$ cat config.mk
export PLATFORM = sky130hd
export DESIGN_NAME = xtea_out_fifo
export DESIGN_NICKNAME = d
export VERILOG_FILES = /design/src/design/xtea_pkg.sv /design/src/design/xtea_out_fifo.sv
export SDC_FILE = /design/constraint.sdc
export NUM_CORES = 1
export LEC_CHECK = 0
export BUFFER_PORTS_ARGS = -buffer_cell sky130_fd_sc_hd__buf_2
export CORE_AREA = 3 3 103 105
export CTS_CLUSTER_SIZE = 14
export DETAILED_ROUTE_END_ITERATION = 8
export DIE_AREA = 0 0 106 108
export GPL_TIMING_DRIVEN = 0
export PLACE_DENSITY = 0.78
export SYNTH_ARGS = -nofsm -noshare
export SYNTH_HDL_FRONTEND = slang
export SYNTH_SLANG_ARGS = --single-unit
$ cat constraint.sdc
create_clock -name clk -period 4.06 [get_ports clk]
set_input_delay 0.609 -clock clk [delete_from_list [all_inputs] [get_ports clk]]
set_output_delay 0.609 -clock clk [all_outputs]
set_load 0.03 [all_outputs]
$ cat src/design/xtea_pkg.sv
// shared types, constants and schedule functions for the xtea cipher pipeline
`default_nettype none

package xtea_pkg;

	localparam int unsigned WORD_W     = 32;
	localparam int unsigned HALF_STEPS = 64;
	localparam int unsigned IN_TDATA_W = 64;
	localparam int unsigned OUT_TDATA_W = 64;
	localparam int unsigned CFG_IDX_W  = 3;

	localparam logic [WORD_W-1:0] DELTA = 32'h9E37_79B9;

	// key register indexes on the config port
	localparam logic [CFG_IDX_W-1:0] KEY_WORD0 = 3'd0;
	localparam logic [CFG_IDX_W-1:0] KEY_WORD1 = 3'd1;
	localparam logic [CFG_IDX_W-1:0] KEY_WORD2 = 3'd2;
	localparam logic [CFG_IDX_W-1:0] KEY_WORD3 = 3'd3;

	// direction codes carried in the mode bit
	localparam logic MODE_ENC = 1'b0;
	localparam logic MODE_DEC = 1'b1;

	typedef logic [WORD_W-1:0] word_t;

	typedef struct packed {
		logic  mode;
		word_t v0;
		word_t v1;
	} blk_t;

	// per-stage round keys, sum already folded in
	typedef struct packed {
		logic  even;
		word_t enc_sk;
		word_t dec_sk;
	} stage_key_t;

	function automatic word_t round_sum(input int unsigned n);
		logic [63:0] p;
		p = 64'(n) * 64'(DELTA);
		return p[WORD_W-1:0];
	endfunction

	// encrypt: even half step uses sum of round r, odd one uses sum of round r+1
	function automatic word_t enc_sum(input int unsigned j);
		return ((j % 2) == 0) ? round_sum(j / 2) : round_sum(j / 2 + 1);
	endfunction

	function automatic logic [1:0] enc_key_idx(input int unsigned j);
		word_t s;
		s = enc_sum(j);
		return ((j % 2) == 0) ? s[1:0] : s[12:11];
	endfunction

	// decrypt: sum counts down from delta*32
	function automatic word_t dec_sum(input int unsigned j);
		return ((j % 2) == 0) ? round_sum(32 - j / 2) : round_sum(31 - j / 2);
	endfunction

	function automatic logic [1:0] dec_key_idx(input int unsigned j);
		word_t s;
		s = dec_sum(j);
		return ((j % 2) == 0) ? s[12:11] : s[1:0];
	endfunction

endpackage

`default_nettype wire

$ cat src/design/xtea_out_fifo.sv
// two-entry result buffer at the pipeline tail
`default_nettype none

module xtea_out_fifo (
	input  wire logic                                  clk,
	input  wire logic                                  arst_n,
	input  wire logic                                  push,
	input  wire logic [xtea_pkg::OUT_TDATA_W-1:0]      push_data,
	output logic                                       room,
	output logic                                       out_valid,
	input  wire logic                                  out_ready,
	output logic [xtea_pkg::OUT_TDATA_W-1:0]           out_data
);

	logic [xtea_pkg::OUT_TDATA_W-1:0] mem_q [2];
	logic                             wr_ptr_q;
	logic                             rd_ptr_q;
	logic [1:0]                       cnt_q;
	logic                             pop;

	assign room      = (cnt_q != 2'd2);
	assign out_valid = (cnt_q != 2'd0);
	assign out_data  = mem_q[rd_ptr_q];
	assign pop       = out_valid && out_ready;

	always_ff @(posedge clk or negedge arst_n) begin
		if (!arst_n) begin
			wr_ptr_q <= 1'b0;
			rd_ptr_q <= 1'b0;
			cnt_q    <= 2'd0;
		end else begin
			if (push) wr_ptr_q <= ~wr_ptr_q;
			if (pop)  rd_ptr_q <= ~rd_ptr_q;
			cnt_q <= cnt_q + 2'(push) - 2'(pop);
		end
	end

	always_ff @(posedge clk) begin
		if (push) begin
			mem_q[wr_ptr_q] <= push_data;
		end
	end

endmodule

`default_nettype wire

# After elaboration in Yosys (flattened, before gate mapping)
# Memories as Yosys holds them, arrays and structs flattened.
# Cells that the tools add are included.
word_totals:
  regBits: 4
  latch_bits: 0
  ramBits: 128
  romBits: 0
  input_bits: 68
  output_inout_bits: 66
  wordCells: 13
  memories: 1
classes:
  n_addsub: 2
  mul: 0
  div: 0
  n_lt_le_gt_ge: 0
  n_eq_ne: 1
  n_shift: 0
  muxes: 2
  bitwise_logic: 2
  reduce_logical: 2
mem_list:
  columns: ["name", "words", "width", "read_ports", "rd_clocked_by_memory_dff", "write_ports", "line_no", "text"]
  rows:
  - ["mem_q", 2, 64, 1, 0, 1, "xtea_out_fifo.sv:15", "logic [xtea_pkg::OUT_TDATA_W-1:0] mem_q [2];"]
op_table:
  columns: ["op", "n"]
  rows:
  - ["2-bit by 1-bit adder with 2-bit output", 1]
  - ["1-bit 2-to-1 mux", 2]
  - ["2-bit != test (second input constant)", 1]
  - ["1-bit NOT", 2]
  - ["2-bit nonzero test", 1]
  - ["2-bit by 1-bit subtractor with 2-bit output", 1]
  - ["1-bit logical AND", 1]

# Longest topological paths before layout
depth:
  depth_word: 3
  ltp_mapped: 6
  ltp_nobuf: 6

# Worst setup path before layout
# No wires, ideal clock.
synth_timing:
  kind: "input to register"
  start: "input push"
  end: "memory mem_q[0][0] (netlist name) (enable)"
  setup_ns: 0.494
  arrival_ns: 3.423
  required_time_ns: 3.566
  slack_ns: 0.143
  cell_stages: 1
  path_buffers: 0
  cell_sequence: "nor2b_1"
synth_via:
  elab_chain_cells: 2
synth_rtl:
  columns: ["element", "line_no", "text"]
  rows:
  - ["start, declared", "xtea_out_fifo.sv:7", "input wire logic push,"]
  - ["1-bit 2-to-1 mux", "xtea_out_fifo.sv:39", "if (push) begin"]
  - ["1-bit 2-to-1 mux (implied by the code)", "xtea_out_fifo.sv:40", "mem_q[wr_ptr_q] <= push_data;"]
  - ["end, declared", "xtea_out_fifo.sv:15", null]
# No other way between the ends.

# Worst setup path after layout
layout_timing:
  start: "register rd_ptr_q"
  end: "output out_data[14] (netlist name)"
layout_via:
  elab_chain_cells: 1
layout_rtl:
  columns: ["element", "line_no", "text"]
  rows:
  - ["start, declared", "xtea_out_fifo.sv:17", "logic rd_ptr_q;"]
  - ["start signal, assigned", "xtea_out_fifo.sv:33", "if (pop) rd_ptr_q <= ~rd_ptr_q;"]
  - ["memory read 2 x 64 bit", null, null]
  - ["end, declared", "xtea_out_fifo.sv:12", "output logic [xtea_pkg::OUT_TDATA_W-1:0] out_data"]
# No other way between the ends.

==> results.md <==
- Status: finished, final reports clean
- Number of top-level pins: 134
- Count of buffering cells on the critical path with inverters included: 3
- Via-to-Cell Ratio: about 4.8
- Clock period minus worst slack: 2.35 ns
- Final ANT Viol Nets: 0
- Kind of cell adding the most delay to the critical path: buffers and inverters
- Worst min-delay path class: primary input to flip-flop
- 1st-iter DRT viols: 95
- Cell count after synthesis: about 220
- Floorplan row count: 36
- Net switching share of the total power: 0.323
- Antenna violations before repair: 0
- HPWL after detailed placement: 5570 um
- Routed WL per cell: 16.5 um
- Worst slew margin relative to its limit: 0.350
- Total power per unit cell area: 805 mW/mm2
- Diodes inserted: 0
- Clock-pin slew of the registers on the worst-case setup and hold paths: ~0.060 ns
- Deepest level of the CTS H-tree: 4
- RSZ-0062 raised after global routing: false
- Number of maximum-capacitance violations: 0
- DR pass1 iterations: 6
- Maximum root-to-sink buffer count: 2
- Fmax achieved: about 430 MHz
- Post-CTS setup buffer count: 0
- Remaining routing DRC violations: 0
- Slowest cell on crit path: sky130_fd_sc_hd__dfrtp_1
- Setup Viol. Count Final: 0
- Share of cells above drive strength 1: 0.608
- Count of instances resized after the clock tree is built: 0
- Total power after layout: 5.22 mW
- Average instance area after synthesis: around 23 um2
- Largest net degree at the start of global routing: 65
- Placer's final routability congestion estimate: 0.682
- Critical path capture point type: output port
- Internal portion of total power: 3.53 mW
- Via count of the first global-routing pass: ~2700
- Overflow left after global routing: 0
- CP Cell Sequence: buf_6, buf_6, mux2_4, buf_2
- Maximum vdd drop: 437 uV
- Slew at the pin closest to its max-slew limit: 0.973 ns
- Insertion delay to the later sink of the worst-skew pair: 0.51 ns
- Final count of hold timing violations: 0
- Largest driver fanout on the critical path: 10
- Fraction of the yosys area taken by sequential cells: 0.785
- Post-layout nets: 440
- Number of buffers created by CTS: 17
- Stage delay of the slowest cell on the critical path: 0.36 ns
- Total Die Area: 0.0114 mm2
- Die width: 106 um
- Overall routing resource usage: 0.157
- Wirelength, routed: 8500 um
- Period Utilization, post-route: 0.579
- Post-synthesis sequential element count: 132
- Die height: 108 um
- Leak: 2.62 nW
- Synthesized netlist net count: between 200 and 300
- Pins Over Slew Limit: 0
- Count of unique library cells instantiated by Yosys: 15
- Power share of the combinational group: 0.351
- Clk pwr share: 0.286
- Proportion of power drawn by flip-flops and latches: 0.363
- Total vias in the final route: 2475
- CTS Root Buffer Type: sky130_fd_sc_hd__clkbuf_8
- Core box area: 0.00973 mm2
- CP Launch Type: flip-flop
- Initial core utilization: 0.516
- Switching power: 1.69 mW
- Layout overhead on the synthesized area: 29.0%
- Endpoint required time on the critical path: approximately 3.5 ns
- Critical path arrival: 1.74 ns
- Wire length of the first global-routing pass: 13300 um
- Critical path type: flip-flop to output port
- Most frequent CP cell: sky130_fd_sc_hd__buf_6
- Port-buffer cells: about 130
- Final worst setup slack: between 1.5 and 2 ns
- Pre-CTS setup slack: 1.82 ns
- Final clock skew: 0.00519 ns
- Synthesized cell area: 0.00502 mm2
- Clock sink count: 132
- Clock tree from TritonCTS: built
- Core occupancy in the finished layout: 0.666
- Count of yosys warnings during synthesis: 0
routing by layer:
metal | track usage | wire (um)
met2 | 0.267 | 4470
met3 | 0.0496 | 530
met5 | 0 | 0
met1 | 0.181 | 3340
met4 | 0.0777 | 155
synthesized netlist by cell type:
| cell type | count | share of area |
|---|---|---|
| sky130_fd_sc_hd__mux2_2 | 14 | 0.031 |
| sky130_fd_sc_hd__xnor2_1 | 2 | 0.0035 |
| sky130_fd_sc_hd__and2_1 | 1 | 0.0012 |
| sky130_fd_sc_hd__nand2_1 | 1 | 0.00075 |
| sky130_fd_sc_hd__o21a_1 | 1 | 0.0015 |
| sky130_fd_sc_hd__dfrtp_1 | 4 | 0.020 |
| sky130_fd_sc_hd__edfxtp_1 | 128 | 0.77 |
| sky130_fd_sc_hd__inv_1 | 2 | 0.0015 |
| sky130_fd_sc_hd__buf_2 | 1 | 0.0010 |
| sky130_fd_sc_hd__xor2_1 | 2 | 0.0035 |
| sky130_fd_sc_hd__or2_2 | 1 | 0.0012 |
| sky130_fd_sc_hd__mux2_4 | 50 | 0.15 |
| sky130_fd_sc_hd__nor2b_1 | 1 | 0.0012 |
| sky130_fd_sc_hd__buf_6 | 6 | 0.013 |
| sky130_fd_sc_hd__ha_1 | 2 | 0.0050 |
area by class of cell:
| class | instances | area [um2] |
|---|---|---|
| sequential | 132 | 3940 |
| fill | 707 | 3250 |
| multi-input combinational | 75 | 1010 |
| timing repair buffer | 135 | 696 |
| clock buffer | 19 | 422 |
| tap | 133 | 166 |
| clock inverter | 13 | 164 |
| buffer | 7 | 72.6 |
| inverter | 2 | 7.51 |
logic make-up (layout without fill, tap and decap cells):
kind of cell / count (synthesis) / count (layout) / synth area share
DFF: 132 / 132 / 0.785
muxes: 64 / 64 / 0.181
buffers and inverters: 9 / 176 / 0.0159
xor gates and xnor gates: 4 / 4 / 0.00698
and+or+nand+nor: 4 / 4 / 0.00449
adders and majority gates: 2 / 2 / 0.00498
AOI/OAI and AO/OA: 1 / 1 / 0.00150
final timing paths:
check	startpoint	endpoint	slack, ns	cells past startpoint
worst max-delay path	rd_ptr_q	out_data[14]	1.71	4
worst min-delay path	push_data[55]	mem_q[0][55]	0.29	1
worst max register to register	wr_ptr_q	mem_q[0][14]	2.21	2
worst min register to register	wr_ptr_q	wr_ptr_q	0.57	1
max in group asynchronous	arst_n	rd_ptr_q	3.51	2
min in group asynchronous	arst_n	cnt_q[0]	0.43	2
repair_timing:
item	in CTS	in global routing
endpoints found under the hold margin	4	0
endpoints found under the setup margin	0	0
hold buffers	1	0
state kept, by name, indices dropped and copies added, names as in the netlist:
register,cells
cnt_q,2
mem_q,128
rd_ptr_q,1
wr_ptr_q,1
power groups by stage:
| stage | Combinational (mW) | Clock, mW | Sequential (mW) |
|---|---|---|---|
| 6_report | 1.83 | 1.49 | 1.89 |
| 5_1_grt | 1.94 | 1.58 | 1.92 |
| 4_1_cts | 1.87 | 1.52 | 1.90 |
| 3_5_place_dp | 1.86 | 0 | 1.92 |
| 3_3_place_gp | 1.83 | 0 | 1.93 |
| 2_1_floorplan | 1.43 | 0 | 1.91 |
cells in the final DEF (no fill, tap or decap), drive strengths merged:
cell type,netlist,layout
mux2,64,64
dlygate4sd3,0,1
or2,1,1
nor2b,1,1
inv,2,2
buf,7,141
clkinv,0,7
edfxtp,128,128
xor2,2,2
clkbuf,0,19
clkinvlp,0,2
o21a,1,1
and2,1,1
nand2,1,1
bufinv,0,4
dfrtp,4,4
ha,2,2
xnor2,2,2
through the flow:
stage | hold slack [ns] | setup TNS, ns | cell area, um2 | instances
floorplan | 0.313 | 0 | 5020 | 216
global placement | 0.415 | -94.36 | 5850 | 482
detailed placement | 0.418 | 0 | 5880 | 483
CTS | 0.260 | 0 | 6480 | 516
global route | 0.262 | 0 | 6480 | 516
finish | 0.289 | 0 | 6480 | 516
(Power assumes the default switching activity.)
