$ cat config.mk
export PLATFORM = sky130hd
export DESIGN_NAME = xtea_half_round
export DESIGN_NICKNAME = d
export VERILOG_FILES = /design/src/design/xtea_pkg.sv /design/src/design/xtea_half_round.sv
export SDC_FILE = /design/constraint.sdc
export NUM_CORES = 1
export LEC_CHECK = 0
export CORE_ASPECT_RATIO = 1.1
export CORE_UTILIZATION = 45
export CTS_CLUSTER_DIAMETER = 40
export DETAILED_ROUTE_END_ITERATION = 6
export DONT_BUFFER_PORTS = 1
export PLACE_DENSITY = 0.61
export SLEW_MARGIN = 20
export SYNTH_ARGS = -nofsm -noshare
export SYNTH_HDL_FRONTEND = slang
export SYNTH_SLANG_ARGS = --single-unit
$ cat constraint.sdc
create_clock -name clk -period 2.3 [get_ports clk]
set_clock_uncertainty 0.05 [all_clocks]
set_input_delay 0.345 -clock clk [delete_from_list [all_inputs] [get_ports clk]]
set_output_delay 0.345 -clock clk [all_outputs]
set_load 0.01 [all_outputs]
$ cat src/design/xtea_pkg.sv
// shared types, constants and schedule functions for the xtea cipher pipeline
`default_nettype none

package xtea_pkg;

	localparam int unsigned WORD_W     = 32;
	localparam int unsigned HALF_STEPS = 64;
	localparam int unsigned IN_TDATA_W = 64;
	localparam int unsigned OUT_TDATA_W = 64;
	localparam int unsigned CFG_IDX_W  = 3;

	localparam logic [WORD_W-1:0] DELTA = 32'h9E37_79B9;

	// key register indexes on the config port
	localparam logic [CFG_IDX_W-1:0] KEY_WORD0 = 3'd0;
	localparam logic [CFG_IDX_W-1:0] KEY_WORD1 = 3'd1;
	localparam logic [CFG_IDX_W-1:0] KEY_WORD2 = 3'd2;
	localparam logic [CFG_IDX_W-1:0] KEY_WORD3 = 3'd3;

	// direction codes carried in the mode bit
	localparam logic MODE_ENC = 1'b0;
	localparam logic MODE_DEC = 1'b1;

	typedef logic [WORD_W-1:0] word_t;

	typedef struct packed {
		logic  mode;
		word_t v0;
		word_t v1;
	} blk_t;

	// per-stage round keys, sum already folded in
	typedef struct packed {
		logic  even;
		word_t enc_sk;
		word_t dec_sk;
	} stage_key_t;

	function automatic word_t round_sum(input int unsigned n);
		logic [63:0] p;
		p = 64'(n) * 64'(DELTA);
		return p[WORD_W-1:0];
	endfunction

	// encrypt: even half step uses sum of round r, odd one uses sum of round r+1
	function automatic word_t enc_sum(input int unsigned j);
		return ((j % 2) == 0) ? round_sum(j / 2) : round_sum(j / 2 + 1);
	endfunction

	function automatic logic [1:0] enc_key_idx(input int unsigned j);
		word_t s;
		s = enc_sum(j);
		return ((j % 2) == 0) ? s[1:0] : s[12:11];
	endfunction

	// decrypt: sum counts down from delta*32
	function automatic word_t dec_sum(input int unsigned j);
		return ((j % 2) == 0) ? round_sum(32 - j / 2) : round_sum(31 - j / 2);
	endfunction

	function automatic logic [1:0] dec_key_idx(input int unsigned j);
		word_t s;
		s = dec_sum(j);
		return ((j % 2) == 0) ? s[12:11] : s[1:0];
	endfunction

endpackage

`default_nettype wire

$ cat src/design/xtea_half_round.sv
// one registered half round of xtea, direction picked per beat
`default_nettype none

module xtea_half_round (
	input  wire logic               clk,
	input  wire logic               arst_n,
	input  wire logic               en,
	input  wire logic               vld_in,
	input  wire xtea_pkg::blk_t     blk_in,
	input  wire xtea_pkg::stage_key_t key,
	output logic                    vld_s1,
	output xtea_pkg::blk_t          blk_s1
);

	logic            upd_v0;
	xtea_pkg::word_t x;
	xtea_pkg::word_t tgt;
	xtea_pkg::word_t sk;
	xtea_pkg::word_t mixv;
	xtea_pkg::word_t res;

	always_comb begin
		// encrypt touches v0 on even steps, decrypt on odd ones
		upd_v0 = key.even ^ (blk_in.mode == xtea_pkg::MODE_DEC);
		x      = upd_v0 ? blk_in.v1 : blk_in.v0;
		tgt    = upd_v0 ? blk_in.v0 : blk_in.v1;
		sk     = (blk_in.mode == xtea_pkg::MODE_DEC) ? key.dec_sk : key.enc_sk;
		mixv   = (((x << 4) ^ (x >> 5)) + x) ^ sk;
		res    = (blk_in.mode == xtea_pkg::MODE_DEC) ? (tgt - mixv) : (tgt + mixv);
	end

	always_ff @(posedge clk or negedge arst_n) begin
		if (!arst_n) begin
			vld_s1 <= 1'b0;
		end else if (en) begin
			vld_s1 <= vld_in;
		end
	end

	always_ff @(posedge clk) begin
		if (en && vld_in) begin
			blk_s1.mode <= blk_in.mode;
			blk_s1.v0   <= upd_v0 ? res : blk_in.v0;
			blk_s1.v1   <= upd_v0 ? blk_in.v1 : res;
		end
	end

endmodule

`default_nettype wire

# --- After elaboration in Yosys (flattened, before gate mapping) ---
# Cells that the tools add are included.
word_totals:
  ff_bits: 66
  out_inout_bits: 66
classes:
  add_sub_neg: 3
  muxes: 6
  bitwise_logic: 3
  n_reduce_logical: 1
ops:
  columns: ["cell", "count"]
  rows:
  - ["$mux W32", 6]
  - ["$add A32 B32 Y32", 2]
  - ["$sub A32 B32 Y32", 1]
  - ["$xor A32 B27 Y32", 1]
  - ["$xor A32 B32 Y32", 1]
  - ["$logic_and A1 B1 Y1", 1]
  - ["$xor A1 B1 Y1", 1]

# --- Longest topological paths before layout ---
logic_depth:
  depth_word: 8
  depth_mapped: 36
  mapped_depth_nobuf: 31

# --- Worst setup path before layout ---
# Ideal clock, no wire load.
synth_timing:
  path_type: "in2reg"
  from: "input key[64] (netlist name)"
  to: "register blk_s1[31] (netlist name) (data pin)"
  t_arrival_ns: 7.261
  t_required_ns: 1.977
  path_slack_ns: -5.285
  stages: 34
  path_buffers: 5
  cell_sequence: "buf_4 > xor2_4 > buf_2 > buf_1 > clkbuf_1 > buf_1 > nand2_1 > nand2_1 > ha_1 > ha_1 > a211oi_1 > mux2_2 > o41a_1 > nand2_1 > xnor2_1 > nor4bb_1 > nor2b_1 > and4_1 > nand2_1 > nor2_1 > a21o_1 > nand2_1 > xnor2_1 > ha_1 > nand2_1 > or4b_2 > a311o_1 > a21oi_1 > nor4_1 > nor3_1 > a211oi_1 > xnor2_1 > xor2_1 > o311ai_1"
synth_between:
  elab_chain_cells: 8
  word_cells_on_any_way: 10
  classes_between: "add/sub (3); mux (4); bitwise (3)"
synth_lines:
  columns: ["item", "line", "source"]
  rows:
  - ["start, declared", "xtea_half_round.sv:10", "input wire xtea_pkg::stage_key_t key,"]
  - ["$xor A1 B1 Y1 *", "xtea_half_round.sv:24", "upd_v0 = key.even ^ (blk_in.mode == xtea_pkg::MODE_DEC);"]
  - ["$mux W32", "xtea_half_round.sv:25", "x = upd_v0 ? blk_in.v1 : blk_in.v0;"]
  - ["$xor A32 B27 Y32", "xtea_half_round.sv:28", "mixv = (((x << 4) ^ (x >> 5)) + x) ^ sk;"]
  - ["$add A32 B32 Y32", "xtea_half_round.sv:28", null]
  - ["$xor A32 B32 Y32", "xtea_half_round.sv:28", null]
  - ["$add A32 B32 Y32 or $sub A32 B32 Y32 (tied branches)", "xtea_half_round.sv:29", "res = (blk_in.mode == xtea_pkg::MODE_DEC) ? (tgt - mixv) : (tgt + mixv);"]
  - ["$mux W32", "xtea_half_round.sv:29", null]
  - ["$mux W32 *", "xtea_half_round.sv:44", "blk_s1.v1 <= upd_v0 ? blk_in.v1 : res;"]
  - ["end, declared", "xtea_half_round.sv:12", "output xtea_pkg::blk_t blk_s1"]
# Every way passes the cells marked *; elsewhere a longest branch is shown, timed or not.
# A chain may end at the register's enable or synchronous reset.

# --- Worst setup path after layout ---
layout_timing:
  from: "input blk_in[64] (netlist name)"
  to: "register blk_s1[30] (netlist name) (data pin)"
layout_between:
  elab_chain_cells: 8
  word_cells_on_any_way: 11
  classes_between: "add/sub (3); mux (5); bitwise (3)"
layout_lines:
  columns: ["item", "line", "source"]
  rows:
  - ["start, declared", "xtea_half_round.sv:9", "input wire xtea_pkg::blk_t blk_in,"]
  - ["$xor A1 B1 Y1", "xtea_half_round.sv:24", null]
  - ["$mux W32", "xtea_half_round.sv:25", null]
  - ["$xor A32 B27 Y32", "xtea_half_round.sv:28", null]
  - ["$add A32 B32 Y32", "xtea_half_round.sv:28", null]
  - ["$xor A32 B32 Y32", "xtea_half_round.sv:28", null]
  - ["$add A32 B32 Y32 or $sub A32 B32 Y32 (tied branches)", "xtea_half_round.sv:29", null]
  - ["$mux W32", "xtea_half_round.sv:29", null]
  - ["$mux W32 *", "xtea_half_round.sv:44", null]
# Marked as above.

==> results_dict.tcl <==
set metrics [dict create \
    arrival_ns 6.28 \
    dp_hpwl_mm 22.5 \
    num_rows 52 \
    initial_core_util_pct 46.1 \
    cts.sinks 66 \
    gp_congestion 0.943 \
    yosys_register_bits 66 \
    via_per_inst 5.74 \
    die_h_um 146 \
    mostFrequentLayoutCells "buf_4 (305), nand2_1 (202), xnor2_1 (72), edfxtp_1 (65), o21ai_1 (57)" \
    ir_drop_v 0.000704 \
    slowest_stage "a2111oi_4" \
    status "complete, but fails checks" \
    fin_crit_sh_pct 271 \
    r2r_cells 1 \
    startpoint_type "input pin" \
    cts_tree "yes" \
    final_cell_area_sq_um 12900 \
    synth_nets 1275 \
    cap_violations 0 \
    leakage_nw 5.79 \
    crit_end "blk_s1[30]" \
    place_area_sq_um 11100 \
    grt_overflow_total 0 \
    syn_inst 1080 \
    num_io_pins 200 \
    synth_warnings 0 \
    drc 0 \
    avgSynthCellArea_sq_um 7.88 \
    clock.fmax_mhz 160 \
    cp.required_ns 2.34 \
    critPathTopFamily "compound AO/OA/AOI/OAI gates" \
    cp_max_fo 65 \
    h-tree-depth 3 \
    power.internal_mw 10.5 \
    drt_iter0_markers 604 \
    die_area_sq_um 19500 \
    drv_slew 0 \
    instances_no_fill 1639 \
    power.clock.fraction_pct 9.0 \
    final_util_pct 69.7 \
    grt_use_total_pct 28.5 \
    clock_latency_ns 0.33 \
    power_mw 18.5 \
    final_common_cell "buf_4" \
    fin_ws_ns -3.94 \
    hold_path.class "input pin to flop" \
    startpoint "blk_in[64]" \
    critPathBufInv 4 \
    pwr-share-seq_pct 11.6 \
    p_comb_share_pct 79.5 \
    grt_pass1_wl_mm 43.8 \
    fin_crit_ns 6.24 \
    hold_viol 0 \
    routed_wl_mm 30.3 \
    synth.distinct_cells 79 \
    path_clk_slew_ns 0.06 \
    async_reset_ff_share_pct 1.52 \
    dp_cells 1566 \
    antenna_left 0 \
    worstMarginPinSlew_ns 0.498 \
    grt_pass1_vias 8484 \
    antenna_found_initial 0 \
    r2r_start "vld_s1" \
    cp_num_cells 31 \
    relSlewSlack_pct 65.8 \
    dpl_worst_slack_ns -4.46 \
    routed-via-count 9405 \
    yosysSeqAreaShare_pct 23.2 \
    grt_max_degree 66 \
    rr_endpoint "vld_s1" \
    swShare_pct 43.2 \
    io_buffers 0 \
    violations "setup timing" \
    final_layout_size_suffix_gt1_share_pct 39.8 \
    synth_edf_count 65 \
    clock_path_buffers 2 \
    r2r_slack_ns 1.46 \
    switching_power_mw 7.98 \
    numCtsBuffers 9 \
    setup_viol 62 \
    cts-root-buf "clkbuf_16" \
    core-area_sq_um 18500 \
    routedWlPerCell_um 18.5 \
    first_pass_iters 5 \
    fin_nets 1586 \
    diodes 0 \
    critPathMaxStageDelay_ns 0.42 \
    crit_path_end_kind "flop" \
    rsz0062_at_grt "true" \
    synth_area_sq_um 8510 \
    die_w_um 133 \
    area_growth_pct 51.4 \
    worst-setup-path-type "input pin to flop" \
    power_density_nw_per_um2 1430 \
    ys.flop_type "edfxtp_1" \
]
==> worst min-delay path by stage <==
stage | from | endpoint | slack (ns) | cells past startpoint
floorplan | arst_n | vld_s1 | -0.0006 | 0
global placement | arst_n | vld_s1 | -0.0006 | 0
detailed placement | arst_n | vld_s1 | -0.0006 | 0
CTS | blk_in[64] | blk_s1[64] | 0.05 | 0
global route | blk_in[64] | blk_s1[64] | 0.04 | 0
finish | blk_in[64] | blk_s1[64] | 0.06 | 0
==> state kept, by name, summed over array words and instances (netlist names) <==
signal / count
vld_s1: 1
blk_s1: 65
==> per-layer routing <==
metal | up-vias | part of all wire [%] | GRT usage, %
li1 | 4461 | - | -
met1 | 4475 | 43 | 39.6
met2 | 403 | 47 | 46.0
met3 | 66 | 7.0 | 3.75
met4 | 0 | 2.4 | 8.35
met5 | - | 0 | 0
==> power groups by stage <==
stage / combinational (mW) / sequential [mW] / clock [mW]
after floorplan: 6.68 / 2.12 / 0
after global placement: 11.0 / 2.16 / 0
after detailed placement: 11.1 / 2.16 / 0
after CTS: 12.4 / 2.14 / 1.66
after global routing: 15.7 / 2.16 / 1.70
final: 14.7 / 2.13 / 1.65
==> through the flow <==
| stage | TNS, ns | hold slack, ns |
|---|---|---|
| after floorplan | -180.55 | -0.000591 |
| after global placement | -182.25 | -0.000566 |
| after detailed placement | -185.06 | -0.000571 |
| after CTS | -158.58 | 0.0514 |
| after global routing | -179.12 | 0.0426 |
| final | -167.03 | 0.0613 |
==> cell families (layout without fill, tap and decap cells) <==
group                      after synthesis  after routing  synth area share [%]
and+or+nand+nor                        405            405                  21.8
AOI/OAI and AO/OA                      271            271                  19.9
xor gates and xnor gates               147            147                  15.9
buffers and inverters                   75            391                  3.45
DFF                                     66             66                  23.2
adders and majority gates               64             64                  9.44
muxes                                   52             52                  6.25
==> synth_stat cells, types with 7 or more instances <==
| cell | count | share of area, % |
|---|---|---|
| nor2_1 | 57 | 2.5 |
| nor3_1 | 13 | 0.76 |
| nand3_1 | 21 | 1.2 |
| clkbuf_1 | 36 | 1.6 |
| nand2b_1 | 15 | 1.1 |
| a21oi_1 | 68 | 4.0 |
| o21ai_0 | 92 | 5.4 |
| a211oi_1 | 7 | 0.62 |
| edfxtp_1 | 65 | 23 |
| xor2_1 | 48 | 4.9 |
| xnor2_1 | 95 | 9.8 |
| inv_1 | 29 | 1.3 |
| and2_1 | 18 | 1.3 |
| mux2i_1 | 45 | 5.3 |
| nand4_1 | 13 | 0.96 |
| and3_1 | 10 | 0.73 |
| a21o_1 | 22 | 1.9 |
| a31oi_1 | 15 | 1.1 |
| buf_1 | 7 | 0.31 |
| nand2_1 | 219 | 9.7 |
| ha_1 | 60 | 8.8 |
| nor2b_1 | 11 | 0.81 |
==> final cells by class <==
class,count,area (sq um)
Clock buffer,10,239
Clock inverter,6,113
Fill cell,1399,5590
Inverter,29,111
Multi-Input combinational cell,939,7320
Sequential cell,66,1980
Tap cell,243,304
Timing Repair Buffer,346,2820
==> repair_timing <==
action | in CTS | in global routing
setup endpoints to repair | 62 | 62
endpoints found under the hold margin | 1 | 0
pin swaps | 70 | 85
hold buffers | 1 | 0
gates cloned | 0 | 2
gates resized for setup | 94 | 140
setup buffers | 30 | 33
Note: power is estimated with default switching activity, not from simulation.
